==> config.mk <==
export PLATFORM = sky130hd
export DESIGN_NAME = cbf_fifo
export DESIGN_NICKNAME = d
export VERILOG_FILES = /design/src/design/cbf_pkg.sv /design/src/design/cbf_fifo.sv
export SDC_FILE = /design/constraint.sdc
export NUM_CORES = 1
export LEC_CHECK = 0
export BUFFER_PORTS_ARGS = -buffer_cell sky130_fd_sc_hd__buf_2
export CORE_MARGIN = 2
export CORE_UTILIZATION = 42
export CTS_CLUSTER_DIAMETER = 100
export DETAILED_ROUTE_END_ITERATION = 12
export GPL_ROUTABILITY_DRIVEN = 0
export PLACE_DENSITY = 0.66
export SYNTH_ARGS = -nofsm -noshare
export SYNTH_HDL_FRONTEND = slang
export SYNTH_SLANG_ARGS = --single-unit
==> constraint.sdc <==
create_clock -name i_clk -period 6.7 [get_ports i_clk]
set_clock_uncertainty 0.2 [all_clocks]
set_input_delay 1.005 -clock i_clk [delete_from_list [all_inputs] [get_ports i_clk]]
set_output_delay 1.005 -clock i_clk [all_outputs]
set_load 0.01 [all_outputs]
==> src/design/cbf_pkg.sv <==
// ---------------------------------------------------------------------------
// cbf_pkg
// Shared types and constants of the counting Bloom filter unit.
// ---------------------------------------------------------------------------
package cbf_pkg;

    localparam int CMD_W = 2;
    localparam int KEY_W = 32;
    localparam int CTR_W = 4;

    // command codes
    localparam logic [CMD_W-1:0] CMD_ADD    = 2'd0;
    localparam logic [CMD_W-1:0] CMD_REMOVE = 2'd1;
    localparam logic [CMD_W-1:0] CMD_CHECK  = 2'd2;

    // counter limits
    localparam logic [CTR_W-1:0] CTR_MAX  = 4'hF;
    localparam logic [CTR_W-1:0] CTR_ZERO = 4'h0;

    // murmur3 finalizer multipliers
    localparam logic [31:0] FMIX_C1 = 32'h85ebca6b;
    localparam logic [31:0] FMIX_C2 = 32'hc2b2ae35;

    // slot queue between front and back
    localparam int QUEUE_DEPTH = 8;
    localparam int QPTR_W      = 3;
    localparam int QCNT_W      = 4;

    // hash pipeline depth and its in-flight counter
    localparam int PIPE_DEPTH = 6;
    localparam int INFL_W     = 3;

    // operation attached to one slot access
    typedef struct packed {
        logic is_check;
        logic is_add;
        logic last;
    } t_op;

endpackage

==> src/design/cbf_fifo.sv <==
// ---------------------------------------------------------------------------
// cbf_fifo
// Short queue of slot accesses between the hash front and the counter back.
// ---------------------------------------------------------------------------
module cbf_fifo #(
    parameter int SLOT_W = 20
) (
    input  logic                       i_clk,
    input  logic                       i_rst_n,
    input  logic                       i_push,
    input  cbf_pkg::t_op               i_op,
    input  logic [SLOT_W-1:0]          i_slot,
    input  logic                       i_pop,
    output logic                       o_valid,
    output cbf_pkg::t_op               o_op,
    output logic [SLOT_W-1:0]          o_slot,
    output logic [cbf_pkg::QCNT_W-1:0] o_count
);

    cbf_pkg::t_op      r_op_mem   [cbf_pkg::QUEUE_DEPTH];
    logic [SLOT_W-1:0] r_slot_mem [cbf_pkg::QUEUE_DEPTH];

    logic [cbf_pkg::QPTR_W-1:0] r_wr_ptr;
    logic [cbf_pkg::QPTR_W-1:0] r_rd_ptr;
    logic [cbf_pkg::QCNT_W-1:0] r_count;
    logic                       do_pop;

    assign do_pop = i_pop & (r_count != '0);

    always_ff @(posedge i_clk) begin
        if (!i_rst_n) begin
            r_wr_ptr <= '0;
            r_rd_ptr <= '0;
            r_count  <= '0;
        end else begin
            if (i_push) begin
                r_wr_ptr <= r_wr_ptr + 1'b1;
            end
            if (do_pop) begin
                r_rd_ptr <= r_rd_ptr + 1'b1;
            end
            if (i_push && !do_pop) begin
                r_count <= r_count + 1'b1;
            end else if (!i_push && do_pop) begin
                r_count <= r_count - 1'b1;
            end
        end
    end

    always_ff @(posedge i_clk) begin
        if (i_push) begin
            r_op_mem[r_wr_ptr]   <= i_op;
            r_slot_mem[r_wr_ptr] <= i_slot;
        end
    end

    assign o_valid = (r_count != '0);
    assign o_op    = r_op_mem[r_rd_ptr];
    assign o_slot  = r_slot_mem[r_rd_ptr];
    assign o_count = r_count;

endmodule

* Word level (Yosys, flattened, before mapping)
Memories as Yosys holds them, arrays and structs flattened. A register that Yosys moved wholly into a read port is not among the register bits. Cells that the tools add are included.
Storage, ports and cells: output and inout bits 28, register bits after elaboration 10, memory bits (writable) 184, memories kept 2, bits of input ports 27, word-level logic and storage cells 24
Memories:
- r_slot_mem | depth 8, bits a word 20, rd ports 1, clocked after memory_dff 1, write ports 1, RTL line cbf_fifo.sv:21 | logic [SLOT_W-1:0] r_slot_mem [cbf_pkg::QUEUE_DEPTH];
- r_op_mem | depth 8, bits a word 3, rd ports 1, clocked after memory_dff 1, write ports 1, RTL line cbf_fifo.sv:20 | cbf_pkg::t_op r_op_mem [cbf_pkg::QUEUE_DEPTH];
Cells by class: $add $sub $neg 4, bitwise gates (word level) 1, reduce and logical (&&, ||, !) cells 6, mux-type cells 8
Operators with widths (number):
- $mux W3 | 4
- $mux W4 | 2
- $add A3 B1 Y3 const B | 2
- $add A4 B1 Y4 const B | 1
- $reduce_bool A4 Y1 | 1
- $sub A4 B1 Y4 const B | 1
- $logic_and A1 B1 Y1 | 2
- $logic_not A1 Y1 | 2
- $mux W1 | 2
- $reduce_bool A2 Y1 | 1
- $and A1 B1 Y1 | 1

* Logic depth before layout (Yosys ltp)
word-level depth 5, gate-level depth with buffers 9, depth with buffers taken out 9

* Worst setup path after synthesis
OpenSTA, ideal clock, no wires.
path kind input to register, start point in i_push, end point mem r_op_mem[0][0] (netlist bit), enable pin, cell stages on the path 2, path slack 3.367 ns, arrival time 2.701 ns, cell sequence nand2b_1 nor3_1
Between the ends: word-level cells in the longest chain between the ends 2
RTL lines:
- start: declaration | RTL line cbf_fifo.sv:10 | input logic i_push,
- $mux W1 | RTL line cbf_fifo.sv:51 | if (i_push) begin
- $mux W1 (not written as such) | RTL line cbf_fifo.sv:52 | r_op_mem[r_wr_ptr] <= i_op;
- end: declaration | RTL line cbf_fifo.sv:20
Every way passes these cells.

==> run summary <==
DRT antenna net count: 0
Clock buffer depth: 2
Maximum clock rate: 249.3 MHz
Top Ports: 55
CP Capture Type: output port
Switch share: 25.35%
Startpoint Class: flip-flop
Power per cell area: 340.8 nW/µm²
Pwr Total: 3.006 mW
Setup tns final: 0 ps
Final net count: 436
Cell Area, Synth: 7685 µm²
Initial Utilization: 42.78%
Routed wire length: 13,330 µm
Dpl hpwl: 7505 µm
DRT iter0 DRCs: 218
Maxcap violations: 0
Share of post-route cells with drive strength above 1: 33.17%
Pin count of the biggest net entering global routing: 47
Total clock sinks: 197
Post-CTS Setup Bufs: 0
Most frequent cells in the layout: edfxtp_1, buf_2, mux4_1
Top-area cell type share of the netlist area: 71.90%
Reg clk slew, reported paths: 70 ps
Filler cells: 1,433
Final setup fails: 0
Tmin final: 4011 ps
Critical path data arrival time: 2810 ps
Pint: 2.244 mW
Fin crit share: 59.86%
Hold Crit Class: flip-flop to flip-flop
Drt drc: 0
Top cells by area, synth: edfxtp_1, mux4_1, dfxtp_1, mux2_2, mux4_2
Rows: 49
Die ar.: 19,390 µm²
Avg WL per Cell: 20.63 µm
CP required: 5490 ps
Yosys cell types: 28
Kind of critical path: flip-flop to output port
Chip Width: 139.3 µm
DR vias: 3,469
Port Buffers: 54
Post-Syn Nets: 367
Antenna violations before repair: 1
Vias in the first global route: 3,657
Sequential share of power: 49.1%
Die Height: 139.3 µm
DR pass1 iterations: 4
First-pass GRT wire length: 20,680 µm
Vias per cell: 5.370
Most common cell after layout, fill and taps aside: edfxtp_1
CP max FO: 25
Num CTS Buffers: 17
Cells after synthesis: 334
WHS: 310.0 ps
Synth warn: 0
Seq cells post-synth: 197
Pleak: 2.934 nW
Post-CTS sizing: 0
Fin. Hold Viols: 0
Clock power frac: 32.2%
Gate power share: 18.7%
Slew headroom: 26.92%
Core area: 17,960 µm²
Post-synthesis sequential area ratio: 75.28%
Worst-Margin Slew: 1096 ps
CTS tree: built
Worst reg2reg setup slack: 4070 ps
Net switching power: 0.7620 mW
Clock Root Buffer: clkbuf_16
Clk_lat worst skew: 430 ps
Avg Synthesized Cell Area: 23.01 µm²
Area growth, synth to finish: 14.77%
RSZ-0062 raised after global routing: false
CTS H-tree depth: 4
Total global-route track usage: 14.42%
Peak supply drop: 0.2283 mV
Global route total overflow: 0
Outcome: finished clean
CTS Hold Bufs: 0
Area leader, netlist: edfxtp_1
Final number of max-transition violations: 0
[cell type report]
cell class | count | area [µm²] | share of cell area (%)
Inverter | 1 | 3.754 | 0.04256
Timing Repair Buffer | 64 | 345.3 | 3.915
Clock inverter | 14 | 138.9 | 1.575
Clock buffer | 18 | 429.2 | 4.866
Multi-Input combinational cell | 122 | 1826 | 20.70
Tap cell | 229 | 286.5 | 3.249
Sequential cell | 197 | 5788 | 65.63
Antenna cell | 1 | 2.502 | 0.02837
[worst paths after layout]
kind               from    endpoint  cells past startpoint
min reg2reg  o_count[3]  o_count[3]                      2
min          o_count[3]  o_count[3]                      2
max reg2reg  o_count[1]  o_count[3]                      9
max           flip-flop   o_slot[1]                      4
[power by group through the flow]
stage	sequential [mW]	clock, mW	combinational (mW)
2_1_floorplan	1.45	0	0.469
3_3_place_gp	1.50	0	0.562
3_5_place_dp	1.51	0	0.571
4_1_cts	1.48	0.988	0.575
5_1_grt	1.49	1.03	0.613
6_report	1.48	0.967	0.562
[logic make-up after synthesis]
kind of cell / Yosys count / share of synthesized area [%]
xor+xnor: 6 / 0.6838
fa+ha+maj: 6 / 1.075
simple gates: 33 / 2.214
compound gates: 5 / 0.4070
buf+inv: 15 / 1.286
flops: 197 / 75.28
mux: 72 / 19.05
[state kept, by name, summed over array words and instances, names as in the netlist, named ones only]
register,cells
r_slot_mem,160
r_op_mem,24
o_count,4
r_rd_ptr,3
r_wr_ptr,3
[cell usage after synthesis]
library cell	count
fa_1	1
nor3_1	2
ha_1	5
mux4_2	9
nand2_1	7
nand2b_1	4
mux2i_1	3
edfxtp_1	184
xor2_1	1
o21ai_0	1
and2_1	7
nand3_1	3
a21oi_1	1
nor2_1	7
a21boi_0	1
inv_1	1
buf_6	5
nor2b_1	2
xnor2_1	5
mux4_1	37
clkbuf_1	4
a31oi_1	1
dfxtp_1	13
mux2_2	23
buf_2	4
or4_4	1
a211oi_1	1
buf_1	1
[layer usage]
| metal | up-vias | part of all wire (%) | wire length [µm] | global-route usage [%] |
|---|---|---|---|---|
| li1 | 1560 | - | - | - |
| met1 | 1812 | 43 | 5746 | 18.56 |
| met2 | 80 | 49 | 6591 | 23.40 |
| met3 | 17 | 5.9 | 785 | 4.405 |
| met4 | 0 | 1.5 | 205 | 5.210 |
| met5 | - | 0 | 0 | 0 |
[stage by stage]
step	std cells	util (%)	area, µm²	setup WS (ps)
detailed placement	613	45.92	8249	3086
global route	645	49.08	8817	2519
CTS	645	49.08	8817	2603
finish	646	49.10	8820	2689
global placement	613	45.92	8249	3109
floorplan	334	-	7685	3367
[worst max-delay path, stage by stage (launching register included)]
cell and delay, ps:
dfxtp_2 790, buf_4 510, mux4_1 600, mux2_2 290, buf_2 140
(Power assumes the default switching activity.)
