<file path="config.mk">
export PLATFORM = sky130hd
export DESIGN_NAME = cbf_front
export DESIGN_NICKNAME = d
export VERILOG_FILES = /design/src/design/cbf_pkg.sv /design/src/design/cbf_front.sv
export SDC_FILE = /design/constraint.sdc
export NUM_CORES = 1
export LEC_CHECK = 0
export BUFFER_PORTS_ARGS = -buffer_cell sky130_fd_sc_hd__buf_2
export CAP_MARGIN = 40
export CORE_ASPECT_RATIO = 0.6
export CORE_MARGIN = 4
export CORE_UTILIZATION = 65
export DETAILED_ROUTE_END_ITERATION = 16
export PLACE_DENSITY = 0.9
export SYNTH_ARGS = -nofsm -noshare
export SYNTH_HDL_FRONTEND = slang
export SYNTH_SLANG_ARGS = --single-unit
</file>
<file path="constraint.sdc">
create_clock -name i_clk -period 7.3 [get_ports i_clk]
set_input_delay 0 -clock i_clk [delete_from_list [all_inputs] [get_ports i_clk]]
set_output_delay 0 -clock i_clk [all_outputs]
set_load 0.01 [all_outputs]
</file>
<file path="src/design/cbf_pkg.sv">
// ---------------------------------------------------------------------------
// cbf_pkg
// Shared types and constants of the counting Bloom filter unit.
// ---------------------------------------------------------------------------
package cbf_pkg;

    localparam int CMD_W = 2;
    localparam int KEY_W = 32;
    localparam int CTR_W = 4;

    // command codes
    localparam logic [CMD_W-1:0] CMD_ADD    = 2'd0;
    localparam logic [CMD_W-1:0] CMD_REMOVE = 2'd1;
    localparam logic [CMD_W-1:0] CMD_CHECK  = 2'd2;

    // counter limits
    localparam logic [CTR_W-1:0] CTR_MAX  = 4'hF;
    localparam logic [CTR_W-1:0] CTR_ZERO = 4'h0;

    // murmur3 finalizer multipliers
    localparam logic [31:0] FMIX_C1 = 32'h85ebca6b;
    localparam logic [31:0] FMIX_C2 = 32'hc2b2ae35;

    // slot queue between front and back
    localparam int QUEUE_DEPTH = 8;
    localparam int QPTR_W      = 3;
    localparam int QCNT_W      = 4;

    // hash pipeline depth and its in-flight counter
    localparam int PIPE_DEPTH = 6;
    localparam int INFL_W     = 3;

    // operation attached to one slot access
    typedef struct packed {
        logic is_check;
        logic is_add;
        logic last;
    } t_op;

endpackage

</file>
<file path="src/design/cbf_front.sv">
// ---------------------------------------------------------------------------
// cbf_front
// Command intake and slot hashing: one hash index per cycle, when the queue
// has room, through a six-stage murmur3 finalizer and modulo pipeline into it.
// ---------------------------------------------------------------------------
module cbf_front #(
    parameter int NUM_SLOTS  = 1048576,
    parameter int HASH_COUNT = 10
) (
    input  logic                           i_clk,
    input  logic                           i_rst_n,
    input  logic                           i_start,
    output logic                           o_busy,
    input  logic [cbf_pkg::CMD_W-1:0]      i_cmd,
    input  logic [cbf_pkg::KEY_W-1:0]      i_key,
    input  logic                           i_clearing,
    input  logic [cbf_pkg::QCNT_W-1:0]     i_q_count,
    output logic                           o_push,
    output cbf_pkg::t_op                   o_op,
    output logic [$clog2(NUM_SLOTS)-1:0]   o_slot
);

    localparam int SLOT_W = $clog2(NUM_SLOTS);
    localparam int REM_W  = SLOT_W + 1;
    localparam int IDX_W  = (HASH_COUNT > 1) ? $clog2(HASH_COUNT) : 1;
    localparam int SUM_W  = cbf_pkg::QCNT_W + 1;

    localparam logic [IDX_W-1:0] LAST_IDX = IDX_W'(HASH_COUNT - 1);
    localparam logic [31:0]      RECIP    = 32'(64'h1_0000_0000 / 64'(NUM_SLOTS));
    localparam logic [31:0]      NSL      = 32'(NUM_SLOTS);
    localparam logic [REM_W-1:0] NREM     = REM_W'(NUM_SLOTS);
    localparam logic [SUM_W-1:0] QDEPTH   = SUM_W'(cbf_pkg::QUEUE_DEPTH);

    logic                         r_active;
    logic [IDX_W-1:0]             r_idx;
    logic [cbf_pkg::KEY_W-1:0]    r_key;
    logic [cbf_pkg::CMD_W-1:0]    r_cmd;
    logic [cbf_pkg::INFL_W-1:0]   r_inflight;
    logic [cbf_pkg::INFL_W-1:0]   n_inflight;

    logic [cbf_pkg::PIPE_DEPTH-1:0] r_v;
    cbf_pkg::t_op                   r_op [cbf_pkg::PIPE_DEPTH];

    logic [31:0]       r_m1;
    logic [31:0]       r_m2;
    logic [31:0]       r_h3;
    logic [31:0]       r_q3;
    logic [31:0]       r_h4;
    logic [31:0]       r_p4;
    logic [REM_W-1:0]  r_r5;
    logic [SLOT_W-1:0] r_slot6;
    logic [SLOT_W-1:0] n_slot6;

    logic              cmd_ok;
    logic              credit_ok;
    logic              issue;
    logic              last;
    logic              accept;
    logic [SUM_W-1:0]  occ;
    logic [31:0]       seed;
    logic [31:0]       x0;
    logic [31:0]       x1;
    logic [31:0]       hv3;
    logic [63:0]       prod3;
    logic [31:0]       diff5;
    cbf_pkg::t_op      op0;

    assign cmd_ok = (i_cmd == cbf_pkg::CMD_ADD) || (i_cmd == cbf_pkg::CMD_REMOVE)
                 || (i_cmd == cbf_pkg::CMD_CHECK);

    // queue entries plus hashes in flight must fit in the queue
    assign occ       = SUM_W'(i_q_count) + SUM_W'(r_inflight);
    assign credit_ok = (occ < QDEPTH);
    assign issue     = r_active & credit_ok;
    assign last      = (r_idx == LAST_IDX);
    assign o_busy    = i_clearing | (r_active & ~(issue & last));
    assign accept    = i_start & ~o_busy;

    always_comb begin
        op0.is_check = (r_cmd == cbf_pkg::CMD_CHECK);
        op0.is_add   = (r_cmd == cbf_pkg::CMD_ADD);
        op0.last     = last;
    end

    assign seed  = r_key ^ 32'(r_idx);
    assign x0    = seed ^ (seed >> 16);
    assign x1    = r_m1 ^ (r_m1 >> 13);
    assign hv3   = r_m2 ^ (r_m2 >> 16);
    assign prod3 = 64'(hv3) * 64'(RECIP);
    assign diff5 = r_h4 - r_p4;

    // remainder estimate is below twice the slot count: one correction
    always_comb begin
        if (r_r5 >= NREM) begin
            n_slot6 = SLOT_W'(r_r5 - NREM);
        end else begin
            n_slot6 = SLOT_W'(r_r5);
        end
    end

    always_comb begin
        n_inflight = r_inflight;
        if (issue && !r_v[cbf_pkg::PIPE_DEPTH-1]) begin
            n_inflight = r_inflight + 1'b1;
        end else if (!issue && r_v[cbf_pkg::PIPE_DEPTH-1]) begin
            n_inflight = r_inflight - 1'b1;
        end
    end

    always_ff @(posedge i_clk) begin
        if (!i_rst_n) begin
            r_active   <= 1'b0;
            r_idx      <= '0;
            r_inflight <= '0;
            r_v        <= '0;
        end else begin
            r_inflight <= n_inflight;
            r_v        <= {r_v[cbf_pkg::PIPE_DEPTH-2:0], issue};
            if (issue) begin
                r_idx <= r_idx + 1'b1;
                if (last) begin
                    r_active <= 1'b0;
                end
            end
            // drop unused commands at intake
            if (accept && cmd_ok) begin
                r_active <= 1'b1;
                r_idx    <= '0;
            end
        end
    end

    always_ff @(posedge i_clk) begin
        if (accept) begin
            r_key <= i_key;
            r_cmd <= i_cmd;
        end
        r_op[0] <= op0;
        for (int s = 1; s < cbf_pkg::PIPE_DEPTH; s++) begin
            r_op[s] <= r_op[s-1];
        end
        r_m1    <= x0 * cbf_pkg::FMIX_C1;
        r_m2    <= x1 * cbf_pkg::FMIX_C2;
        r_h3    <= hv3;
        r_q3    <= prod3[63:32];
        r_h4    <= r_h3;
        r_p4    <= r_q3 * NSL;
        r_r5    <= diff5[REM_W-1:0];
        r_slot6 <= n_slot6;
    end

    assign o_push = r_v[cbf_pkg::PIPE_DEPTH-1];
    assign o_op   = r_op[cbf_pkg::PIPE_DEPTH-1];
    assign o_slot = r_slot6;

endmodule

</file>
* Yosys cells after proc, flatten, opt, wreduce, memory -nomap -nowiden *
Memories as Yosys holds them, arrays and structs flattened.
Cells that the tools add are included.

word-level totals
  input port bits = 42
  logic and storage cells = 61
  flip-flop bits (word level) = 197
  memories = 1
  RAM bits = 18

operators by class
  reductions and logical operators = 14
  equality and inequality tests = 4
  bitwise operators = 12
  order comparisons = 2
  multiplexer cells = 6
  $add $sub $neg = 6
  multiply operators = 2

memory list
  memory  depth  width  read ports  clocked after memory_dff  write ports  RTL line         RTL
  r_op    6      3      6           0                         6            cbf_front.sv:42  cbf_pkg::t_op r_op [cbf_pkg::PIPE_DEPTH];

operators by type and width
  kind                                                  number
  multiplier 32 x 31 -> 32 bit (second input constant)  1
  multiplier 32 x 32 -> 32 bit (second input constant)  1
  XOR 32 x 16 -> 32 bit                                 1
  XOR 32 x 19 -> 32 bit                                 1
  XOR 32 x 4 -> 32 bit                                  1
  >= comparator 21 bit (second input constant)          1
  subtractor 21 bit                                     1
  XOR 21 x 16 -> 21 bit                                 1
  two-way mux 20 bit                                    1
  subtractor 20 x 1 -> 20 bit (second input constant)   1
  two-way mux 3 bit                                     2
  nonzero test 2 bit                                    3
  adder 4 x 3 -> 5 bit                                  1
  < comparator 5 x 4 -> 1 bit (second input constant)   1
  adder 4 x 1 -> 4 bit (second input constant)          1
  bitwise AND 1 bit                                     4
  == test 2 bit (second input constant)                 2
  == test 4 bit (second input constant)                 1
  logical NOT 2 bit                                     2
  adder 3 x 1 -> 3 bit (second input constant)          1
  logical AND 1 bit                                     3
  two-way mux 1 bit                                     3
  NOT 1 bit                                             3
  subtractor 3 x 1 -> 3 bit (second input constant)     1
  other kinds (6)                                       8

* Longest topological paths before layout *
  word-level depth = 12
  gate-level depth with buffers = 26

* Worst setup path before layout *
No wires, ideal clock.

  path type = reg2reg
  from = register r_key[26] in the netlist's numbering
  to = register r_m1[30]
  data arrival time = 6.462 ns
  library setup time = 0.072 ns
  setup slack = 0.766 ns
  stages on the path, launching flop included = 21
  required time = 7.228 ns
  cell sequence = edfxtp_1 -> xor2_1 -> fa_1 -> fa_1 -> fa_1 -> inv_1 -> fa_1 -> inv_1 -> fa_1 -> fa_1 -> fa_1 -> inv_1 -> fa_1 -> inv_1 -> ha_1 -> and2_1 -> a32oi_1 -> o211ai_2 -> a31o_1 -> a21oi_2 -> xnor2_1

on the way
  longest elaborated chain between the ends = 3

RTL lines
  what                          RTL line          RTL
  start: declaration            cbf_front.sv:36   logic [cbf_pkg::KEY_W-1:0] r_key;
  start signal: assignment      cbf_front.sv:135  r_key <= i_key;
  XOR 32 x 4 -> 32 bit          cbf_front.sv:85   assign seed = r_key ^ 32'(r_idx);
  XOR 32 x 16 -> 32 bit         cbf_front.sv:86   assign x0 = seed ^ (seed >> 16);
  multiplier 32 x 32 -> 32 bit  cbf_front.sv:142  r_m1 <= x0 * cbf_pkg::FMIX_C1;
  end signal: assignment        cbf_front.sv:142
  end: declaration              cbf_front.sv:44   logic [31:0] r_m1;

No other way between the ends.
A chain may end at the register's enable or synchronous reset.

* Worst setup path in the final report *
  from = register r_key[24] in the netlist's numbering
  to = register r_m1[30]

Same word-level chain as after synthesis.

==> results.ini <==
[status]
outcome=complete, no violations

[synth]
ys.flop_type=dfxtp_1
post_synth_inst_count=2041
yosysTopAreaCellShare_pct=33.7
syn-num-nets=2855
post_synth.cell_area_avg_sq_um=11.1
total_standard_cell_area_after_synthesis_sq_mm=0.0227
ys_warn_count=0
synthArstFlopShare_pct=0
yosysSeqAreaShare_pct=20.0
synth.lib_cells_used.distinct=59
synth.largest_area_cell=fa_1
synth_area_leaders=fa_1, ha_1, dfxtp_1, inv_1, edfxtp_1
ys_seq_elements=210
synth_edf_count=34

[timing]
setup_viol_count_final=0
worst_clock_skew_on_the_final_layout_ps=13.7
worst-slew-pin-transition_ps=710
fmaxAchievable_mhz=141
grt_setup_unrepaired=false
slew_viol_final=0
fin_crit_sh_pct=97.3
finalCriticalPeriod_ps=7110
setup_total_negative_slack_ps=0
report.final.hold_viol_count=0
relSlewSlack_pct=52.1
finalWorstSetupSlack_ps=195

[placement]
post-place-cells=2621
io_buffers=66
dp_worst_setup_slack_ps=117
post_detailed_placement_half_perimeter_wirelength_microns=62700
gp_congestion=1.12

[setup_path]
timing.critical_path.to_type=register
max_stage_delay_ps=550
cp-start-kind=register
timing.critical_path.arrival_ps=7570
timing.critical_path.mode_cell=fa_1
worstPathMaxFanout=6
critPathBufInv=5
path_cells=xnor2_2 -> inv_1 -> and2_1 -> or2_2 -> fa_1 -> fa_1 -> inv_1 -> fa_1 -> inv_1 -> fa_1 -> fa_1 -> fa_1 -> inv_1 -> fa_1 -> inv_1 -> ha_1 -> and2_1 -> a32oi_1 -> o211ai_2 -> a31o_1 -> a21oi_2 -> xnor2_1
cp_data_required_time_ps=7770
critPathKind=register to register
critPathSlowestCell=fa_1
cp_top_family=adder cells

[cts]
clk-insertion-delay-late_ps=540
htree_depth=1
cts.reportedPaths.clkPinSlew_ps=70
cts.sink_count=210
cts_tree=yes
ctsLongestPathBuffers=3
clock_tree.root_cell=clkbuf_16
cts_made_buffers=22

[global_route]
grt_max_degree=35
grt_first_pass_wirelength_microns=105000
first_global_vias=16000
antenna_found_initial=1
grt_overflow_total=0
grt.total_usage_pct=38.1

[final_layout]
fin_util_pct=73.9
num-nets-final=3040
area.growth.synth_to_final_pct=10.8
final_common_cell=inv_1
instances_no_fill=2700
post_route_cells_drive_above_1_share_pct=8.75
final_cell_mix=inv_1, ha_1, fa_1, dfxtp_1, xnor2_1
nFillCells=2343

[routing]
detail_route.iter0.violations=1514
dr.max_layer_used=met5
met1_length_microns=31900
dr.pass1.iters=6
drc=0
vias=15400
detailroute.wirelength.met2_microns=23400
detailroute.wirelength.met3_microns=14900
route.detailed.vias_per_inst=5.69
routed_wirelength_microns=71200
drt.antenna.violating_nets=0
wire_per_inst_microns=26.4

[run]
max_cap_violations=0

[floorplanning]
die_h_microns=153
std_cell_rows=52
initial_core_utilization_pct=66.6
core_area_sq_mm=0.0341
num_io_pins=67
die_width_microns=249
fp.dieArea_sq_mm=0.0381

[min_path]
min_path_type=input pin to register

[flip-flops by register name, indices dropped and copies added, names as in the netlist]
name,flops
r_h4,20
r_inflight,3
r_idx,4
r_r5,20
r_m1,32
r_active,1
r_op,18
r_m2,32
r_cmd,2
r_v,6
r_key,32
o_slot,20
r_h3,20
[cells in the mapped netlist, drive strengths merged, types with 13 or more instances]
library cell / number
dfxtp: 176
nor2: 33
a21oi: 44
inv: 581
and2: 13
xor2: 85
a21o: 31
ha: 390
fa: 382
xnor2: 110
o21ai: 24
edfxtp: 34
nand2: 31
[logic make-up (layout without fill, tap and decap cells)]
logic type | Yosys count | after routing | share of synthesized area, %
compound gates | 153 | 153 | 4.75
xor+xnor | 196 | 196 | 7.65
fa+ha+maj | 772 | 772 | 55.1
buf+inv | 583 | 781 | 9.63
flops | 210 | 210 | 20.0
mux | 2 | 2 | 0.0881
other cells | 0 | 2 | 0
simple gates | 125 | 125 | 2.73
[metrics by stage]
stage               cell area, sq um  hold WS (ps)
global route                   25200           125
detailed placement             24000           178
finish                         25200          71.5
global placement               24000           176
floorplan                      22700          98.9
CTS                            25100          49.0
[area by class of cell]
type,count,area [sq um],share of cell area [%]
timing repair buffer,163,1150,4.58
multi-input combinational,1248,16100,63.8
tap,459,574,2.28
inverter,581,2180,8.66
sequential,210,4550,18.1
clock inverter,8,66.3,0.263
clock buffer,29,597,2.37
antenna,2,5.00,0.0199
[layer usage]
metal	global-route usage (%)	vias to the layer above
met5	4.60	-
met4	4.19	6
met3	28.4	81
met2	42.1	962
met1	58.6	7683
li1	-	6642
[path summary, 6_finish.rpt]
path | from | cells after the start | slack, ps | end
max | r_key[24] | 22 | 190 | r_m1[30]
min | i_q_count[0] | 5 | 70 | r_idx[1]
max reg2reg | r_key[24] | 22 | 190 | r_m1[30]
min reg2reg | r_op[1][1] | 0 | 320 | r_op[2][1]
[worst min-delay path: stages]
cell,delay (ps)
buf_2,80
a31o_2,130
a21oi_1,190
nor2_1,120
a211oi_1,50
[what timing repair did]
| item | CTS | global route |
|---|---|---|
| hold buffers | 38 | 0 |
| gates resized for setup | 0 | 19 |
| hold endpoints to repair | 48 | 0 |
| endpoints found under the setup margin | 0 | 8 |
| setup buffers | 0 | 2 |
Power is not shown: default switching activity piles up to over one toggle a cycle in this logic, so the estimate is an artifact.
